**src/rtl/bpp_pkg.sv**
```systemverilog
// ----------------------------------------------------------------------------
// bpp_pkg
// Shared types and codes for the bilinear plasticity material point.
// ----------------------------------------------------------------------------
package bpp_pkg;

    // request kinds
    localparam logic [1:0] REQ_TRIAL    = 2'd0;
    localparam logic [1:0] REQ_COMMIT   = 2'd1;
    localparam logic [1:0] REQ_ROLLBACK = 2'd2;
    localparam logic [1:0] REQ_UNUSED   = 2'd3;

    // result status codes
    localparam logic [1:0] STS_OK       = 2'd0;
    localparam logic [1:0] STS_EPOCH    = 2'd1;
    localparam logic [1:0] STS_NOMATCH  = 2'd2;
    localparam logic [1:0] STS_OVF      = 2'd3;

    // multiplier operand selects, also used as the accumulate action in the following cycle
    localparam logic [3:0] MS_EMAG   = 4'd0;  // E * |strain - committed plastic|
    localparam logic [3:0] MS_ER     = 4'd1;  // E * R
    localparam logic [3:0] MS_DPLO   = 4'd2;  // D * low half of E*|d|
    localparam logic [3:0] MS_DPHI   = 4'd3;  // D * high half of E*|d|
    localparam logic [3:0] MS_DY     = 4'd4;  // D * yield stress
    localparam logic [3:0] MS_ERLO   = 4'd5;  // low half of E*R * accumulated strain
    localparam logic [3:0] MS_ERHI   = 4'd6;  // high half of E*R * accumulated strain
    localparam logic [3:0] MS_NONE   = 4'd7;
    localparam logic [3:0] MS_STRESS = 4'd8;  // E * |strain - new plastic|

    // quotient bits of the plastic increment
    localparam logic [5:0] DIV_STEPS = 6'd33;

    // register reset values
    localparam logic [29:0] E_RESET = 30'd200000000;
    localparam logic [29:0] Y_RESET = 30'd250000;
    localparam logic [15:0] R_RESET = 16'd0;

    // register indexes
    localparam logic [1:0] CFG_E = 2'd0;
    localparam logic [1:0] CFG_Y = 2'd1;
    localparam logic [1:0] CFG_R = 2'd2;

    typedef struct packed {
        logic       load;
        logic [3:0] mul_sel;
        logic       div_init;
        logic       div_step;
        logic       sat;
        logic       finish;
    } cmd_t;

    typedef struct packed {
        logic trial_go;
        logic yield;
        logic out_busy;
    } stat_t;

endpackage

```
**src/rtl/bpp_ctrl.sv**
```systemverilog
// ----------------------------------------------------------------------------
// bpp_ctrl
// Sequencer for one request: multiply schedule, divide loop, result handoff.
// ----------------------------------------------------------------------------
module bpp_ctrl (
    input  logic            aclk,
    input  logic            aresetn,
    input  logic            s_tvalid,
    output logic            s_tready,
    output bpp_pkg::cmd_t   cmd,
    input  bpp_pkg::stat_t  stat
);

    localparam logic [3:0] ST_IDLE   = 4'd0;
    localparam logic [3:0] ST_DECIDE = 4'd1;
    localparam logic [3:0] ST_MUL    = 4'd2;
    localparam logic [3:0] ST_YCHK   = 4'd3;
    localparam logic [3:0] ST_DIVI   = 4'd4;
    localparam logic [3:0] ST_DIV    = 4'd5;
    localparam logic [3:0] ST_SAT    = 4'd6;
    localparam logic [3:0] ST_SMUL   = 4'd7;
    localparam logic [3:0] ST_SACC   = 4'd8;
    localparam logic [3:0] ST_FIN    = 4'd9;

    logic [3:0] state_reg, state_next;
    logic [5:0] cnt_reg, cnt_next;

    assign s_tready = (state_reg == ST_IDLE);

    // next state and command decode
    always_comb begin
        state_next   = state_reg;
        cnt_next     = cnt_reg;
        cmd          = '0;
        cmd.mul_sel  = bpp_pkg::MS_NONE;
        unique case (state_reg)
            ST_IDLE: begin
                if (s_tvalid) begin
                    cmd.load   = 1'b1;
                    state_next = ST_DECIDE;
                end
            end
            ST_DECIDE: begin
                cnt_next   = '0;
                state_next = stat.trial_go ? ST_MUL : ST_FIN;
            end
            ST_MUL: begin
                cmd.mul_sel = {1'b0, cnt_reg[2:0]};
                cnt_next    = cnt_reg + 6'd1;
                if (cnt_reg[2:0] == 3'd7) begin
                    state_next = ST_YCHK;
                end
            end
            ST_YCHK: begin
                state_next = stat.yield ? ST_DIVI : ST_SAT;
            end
            ST_DIVI: begin
                cmd.div_init = 1'b1;
                cnt_next     = '0;
                state_next   = ST_DIV;
            end
            ST_DIV: begin
                cmd.div_step = 1'b1;
                cnt_next     = cnt_reg + 6'd1;
                if (cnt_reg == bpp_pkg::DIV_STEPS - 6'd1) begin
                    state_next = ST_SAT;
                end
            end
            ST_SAT: begin
                cmd.sat    = 1'b1;
                state_next = ST_SMUL;
            end
            ST_SMUL: begin
                cmd.mul_sel = bpp_pkg::MS_STRESS;
                state_next  = ST_SACC;
            end
            ST_SACC: begin
                state_next = ST_FIN;
            end
            ST_FIN: begin
                if (!stat.out_busy) begin
                    cmd.finish = 1'b1;
                    state_next = ST_IDLE;
                end
            end
            default: begin
                state_next = ST_IDLE;
            end
        endcase
    end

    // state registers
    always_ff @(posedge aclk) begin
        if (!aresetn) begin
            state_reg <= ST_IDLE;
            cnt_reg   <= '0;
        end else begin
            state_reg <= state_next;
            cnt_reg   <= cnt_next;
        end
    end

    // divide loop never runs past its last quotient bit
    a_div_cnt: assert property (@(posedge aclk) disable iff (!aresetn)
        state_reg == ST_DIV |-> cnt_reg < bpp_pkg::DIV_STEPS)
        else $error("divide counter out of range");

    // a result is only handed over while the output word can take it
    a_fin_free: assert property (@(posedge aclk) disable iff (!aresetn)
        cmd.finish |-> !stat.out_busy && state_reg == ST_FIN)
        else $error("finish issued with busy output");

endmodule

```
**config.mk**
```make
export PLATFORM = sky130hd
export DESIGN_NAME = bpp_ctrl
export DESIGN_NICKNAME = d
export VERILOG_FILES = /design/src/rtl/bpp_pkg.sv /design/src/rtl/bpp_ctrl.sv
export SDC_FILE = /design/constraint.sdc
export NUM_CORES = 1
export LEC_CHECK = 0
export BUFFER_PORTS_ARGS = -buffer_cell sky130_fd_sc_hd__buf_2
export CORE_MARGIN = 2
export CORE_UTILIZATION = 52
export DETAILED_ROUTE_END_ITERATION = 8
export PLACE_DENSITY = 0.77
export REMOVE_ABC_BUFFERS = 1
export SYNTH_ARGS = -nofsm -noshare
export SYNTH_HDL_FRONTEND = slang
export SYNTH_SLANG_ARGS = --single-unit
```
**constraint.sdc**
```tcl
create_clock -name aclk -period 1.45 [get_ports aclk]
set_input_delay 0.0725 -clock aclk [delete_from_list [all_inputs] [get_ports aclk]]
set_output_delay 0.0725 -clock aclk [all_outputs]
set_load 0.01 [all_outputs]
```
### Yosys cells after proc, flatten, opt, wreduce, memory -nomap -nowiden

Index checks and enable logic that the tools add are counted.

| operators by class | value |
|---|---|
| add/sub/neg operators | 1 |
| equality and inequality tests | 15 |
| multiplexer cells | 16 |
| reductions and logical operators | 5 |

Operator list:

| kind | count |
|---|---|
| 4-bit case mux with 10 select lines | 1 |
| 4-bit two-way mux | 5 |
| 4-bit by 3-bit equality test with 1-bit output, second input constant | 4 |
| 6-bit case mux with 2 select lines | 1 |
| 4-bit by 2-bit equality test with 1-bit output, second input constant | 2 |
| 4-bit equality test, second input constant | 2 |
| 2-bit inequality test, second input constant | 4 |
| 4-bit case mux with 2 select lines | 1 |
| 1-bit two-way mux | 7 |
| 6-bit by 1-bit adder with 6-bit output, second input constant | 1 |
| 6-bit equality test, second input constant | 1 |
| 4-bit by 1-bit equality test with 1-bit output, second input constant | 1 |
| 4-bit logical NOT | 1 |
| 4-bit AND reduction | 1 |
| 2-bit OR reduction | 2 |
| 3-bit equality test, second input constant | 1 |
| 2-bit two-way mux | 1 |
| 2-bit nonzero test | 1 |

| storage, ports and cells | value |
|---|---|
| register bits after elaboration | 10 |
| input port bits | 6 |
| output and inout bits | 10 |

### Logic depth before layout (Yosys ltp)

| depth | value |
|---|---|
| depth in word-level cells | 3 |
| depth in mapped cells | 6 |

### Least setup slack after synthesis

Ideal clock, no wire load.

| timing path | value |
|---|---|
| kind | reg-to-reg |
| start point | register state_reg[2] |
| end point | register cnt_reg[5] |
| data arrival time | 1.202 ns |
| path slack | 0.129 ns |
| stages on the path, launching flop included | 6 |
| clock period less this slack | 1.321 ns |
| path through | dfxtp_1 buf_6 or3b_4 a21oi_4 nand4_1 mux2i_1 |

| on the way | value |
|---|---|
| cells in the longest elaborated chain, start to end | 3 |
| elaborated cells between the ends (all ways) | 8 |
| those cells by class | eq/ne: 4; mux: 1; reduce/logical: 3 |

Ends and longest elaborated chain:

| what | RTL line | source |
|---|---|---|
| start, declared | bpp_ctrl.sv:25 | `logic [3:0] state_reg, state_next;` |
| start signal, assigned | bpp_ctrl.sv:98 | `state_reg <= state_next;` |
| 4-bit by 3-bit equality test with 1-bit output, or another cell as far along | bpp_ctrl.sv:36 | `unique case (state_reg)` |
| 2-bit OR reduction (no line) | -- |  |
| 6-bit case mux with 2 select lines / 2-bit nonzero test (equally long branches) | -- |  |
| end signal, assigned | bpp_ctrl.sv:99 | `cnt_reg <= cnt_next;` |
| end, declared | bpp_ctrl.sv:26 | `logic [5:0] cnt_reg, cnt_next;` |

Several ways; a longest one is shown, not always the timed one.
A chain may end at the register's enable or synchronous reset.

### Worst setup path in the final report

| timing path | value |
|---|---|
| start point | register cnt_reg[0] |
| end point | register state_reg[0] |

| on the way | value |
|---|---|
| cells in the longest elaborated chain, start to end | 3 |
| elaborated cells between the ends (all ways) | 5 |
| those cells by class | eq/ne: 4; reduce/logical: 1 |

Ends and longest elaborated chain:

| what | RTL line |
|---|---|
| 6-bit equality test / 3-bit equality test (equally long branches) | bpp_ctrl.sv:65, bpp_ctrl.sv:50 |
| 2-bit inequality test (no line) | -- |
| 4-bit AND reduction (no line) (*) | -- |

Every way passes the cells marked *; elsewhere a longest branch is shown, timed or not.

==> out/results.txt <==
HPWL Detailed -> 1280 um
Final period utilization -> 0.951
Critical path type -> reg -> reg
Largest net degree at the start of global routing -> 11
Synthesized area -> 753 um^2
Yosys cell types -> 37
First-pass GRT wire length -> 2820 um
Chip Width -> 42.1 um
Worst Path Arrival -> 1530 ps
Htree depth -> 1
Initial Util -> 0.565
ANT cells -> 0
Setup Viol. Count Final -> 0
GRT Total Usage -> 0.204
Final instance area -> 917 um^2
Reg-to-reg setup timing slack -> 70 ps
Die Height -> 42.1 um
Vias -> 764
Clk root buf -> clkbuf_4
Ys async rst share -> 0
Footprint of the multi-input gates -> 520 um^2
Setup Skew -> 0.474 ps
I/O Buffers -> 15
Clock latency on the worst-skew pair -> 260 ps
Clk buf depth -> 2
Post-DP Area -> 868 um^2
# IOs -> 16
Syn-to-layout area delta -> 21.8%
Max FFs per register -> 6
Hold crit path type -> in -> reg
Register area share after synthesis -> 0.266
Dominant synthesized flop cell -> dfxtp_1
Post-CTS Setup Bufs -> 0
Worst-path fanout max -> 4
Minimum clock period -> 1380 ps
EDFF count, synth -> 0
Final hold violation count -> 0
GP Congestion -> 0.901
DR vias/cell -> 5.74
Die Area -> 1770 um^2
Iter 0 DRT Violations -> 27
CP Cell Sequence -> inv_1, ha_1, nor4b_2, a211oi_2, o31ai_1, nor2_1
Ys Warns -> 0
WL per Instance -> 12.6 um
Final net count -> 129
CP top delay family -> compound AO/OA/AOI/OAI gates
#FFs+latches synth -> 10
TritonCTS clock tree -> built
Routed wire length -> 1680 um
Slew HR -> 0.813
Startpoint Class -> flop
Vias in the first global route -> 681
Fillers -> 128
Mapped Cells -> 98
Max-cap viol count -> 0
Layout cells sized above 1 -> 0.331
Antenna-violating nets left -> 0
DRC errors left -> 0
Clock Sink Count -> 10
Total grt overflow -> 0
Slew @ Worst Pin -> 279 ps
Clock Pin Slew Worst Setup and Hold Paths -> 60 ps
Final Max Slew Viols -> 0
Row count -> 13
Achievable Freq -> 725 MHz
Num CTS Buffers -> 3
Initial antenna violation count -> 0
Worst vdd ir -> 0.549 mV
Setup WS post-layout -> 71.6 ps
Worst path bufs/invs -> 1
CP endpoint kind -> flop
Worst path slowest cell -> dfxtp_1
Pre-Repair DR Iteration Count -> 4
Worst path required time -> 1600 ps
Dpl ws -> 62.1 ps
PwrDens -> 825 nW/um^2
Area of the core -> 1330 um^2
Sequential Area -> 205 um^2
Run status -> complete, no violations
Largest stage delay, worst path -> 340 ps
Lkg Pwr -> 0.378 nW
Avg Cell Area, Syn -> 7.69 um^2
-- timing repair --
| item | CTS | global route |
|---|---|---|
| hold endpoints to repair | 0 | 0 |
| endpoints found under the setup margin | 0 | 8 |
| resized for setup | 0 | 9 |
| hold buffers | 0 | 0 |
-- worst paths after layout --
path              cells past startpoint      endpoint        from
hold / removal                        2  state_reg[3]     aresetn
setup / recovery                      6  state_reg[0]  cnt_reg[0]
hold reg to reg                       2    cnt_reg[5]  cnt_reg[5]
setup reg to reg                      6  state_reg[0]  cnt_reg[0]
-- cell usage after synthesis, drive strengths merged, types with 2 or more instances --
library cell / n / area (um^2)
dfxtp: 10 / 200
nand2: 10 / 37.5
nor2: 8 / 30.0
o21ai: 6 / 30.0
nand3: 5 / 25.0
a21oi: 4 / 31.3
buf: 4 / 31.3
inv: 4 / 15.0
xnor2: 4 / 35.0
ha: 3 / 37.5
nand2b: 3 / 18.8
nand3b: 3 / 26.3
nor2b: 3 / 18.8
nor3: 3 / 15.0
a211oi: 2 / 15.0
a21boi: 2 / 15.0
and2: 2 / 12.5
clkbuf: 2 / 7.51
nor4: 2 / 12.5
nor4b: 2 / 17.5
o21a: 2 / 15.0
o22ai: 2 / 12.5
o31ai: 2 / 15.0
or2: 2 / 12.5
-- cell families (layout without fill, tap and decap cells) --
| logic type | count (synthesis) | count (layout) | share of synthesized area |
|---|---|---|---|
| adders and majority gates | 3 | 3 | 0.0498 |
| AOI/OAI and AO/OA | 22 | 22 | 0.199 |
| muxes | 1 | 1 | 0.0133 |
| buffers and inverters | 10 | 30 | 0.0714 |
| DFF | 10 | 10 | 0.266 |
| and+or+nand+nor | 48 | 48 | 0.354 |
| xor gates and xnor gates | 4 | 4 | 0.0465 |
-- final cells by class --
type                            instances  area share
Sequential cell                        10       0.224
Inverter                                4      0.0164
Multi-Input combinational cell         78       0.568
Clock buffer                            3      0.0246
Tap cell                               15      0.0205
Timing Repair Buffer                   23       0.147
-- routing by layer --
layer,track usage,vias to the layer above,wire length [um],share of wire
met2,0.331,18,813,0.48
li1,-,388,-,-
met5,0,-,0,0
met4,0.100,0,21,0.012
met3,0.0345,4,76,0.045
met1,0.258,354,769,0.46
-- per-stage QoR --
| stage | utilization | power, mW | hold slack [ps] | TNS (ps) | std cells |
|---|---|---|---|---|---|
| 5_1_grt | 0.688 | 0.800 | 96.6 | -12.6 | 133 |
| 4_1_cts | 0.668 | 0.742 | 94.2 | 0 | 133 |
| 3_3_place_gp | 0.651 | 0.548 | 371 | 0 | 130 |
| 3_5_place_dp | 0.651 | 0.554 | 375 | 0 | 130 |
| 2_1_floorplan | - | 0.467 | 190 | -15.4 | 92 |
| 6_report | 0.688 | 0.756 | 87.1 | 0 | 133 |
-- where the power goes --
part           total [mW]  internal, mW  switching, mW
Combinational       0.253         0.122          0.131
Sequential          0.314         0.291         0.0231
Clock               0.189        0.0959         0.0927
Total               0.756         0.509          0.247
-- cells in the final DEF, fill, tap and decap left out --
master,instances
buf_2,15
nand2_1,10
nor2_1,8
buf_4,8
dfxtp_1,6
nand3_1,5
o21ai_0,4
inv_1,4
xnor2_1,4
dfxtp_2,4
nand2b_1,3
nor2b_1,3
nor3_1,3
a21oi_1,3
ha_1,3
clkbuf_4,3
or2_4,2
nor4_1,2
and2_1,2
o21ai_1,2
o22ai_1,2
o21a_1,2
nand3b_1,2
a21boi_1,2
a211oi_2,2
o31ai_1,2
or3b_4,1
nand3b_2,1
nor4b_1,1
nor3b_1,1
a21oi_4,1
a21o_1,1
nor4b_2,1
or3_1,1
o221ai_1,1
or2b_2,1
nand4_1,1
mux2i_1,1
Power figures use the tool's default switching activity.
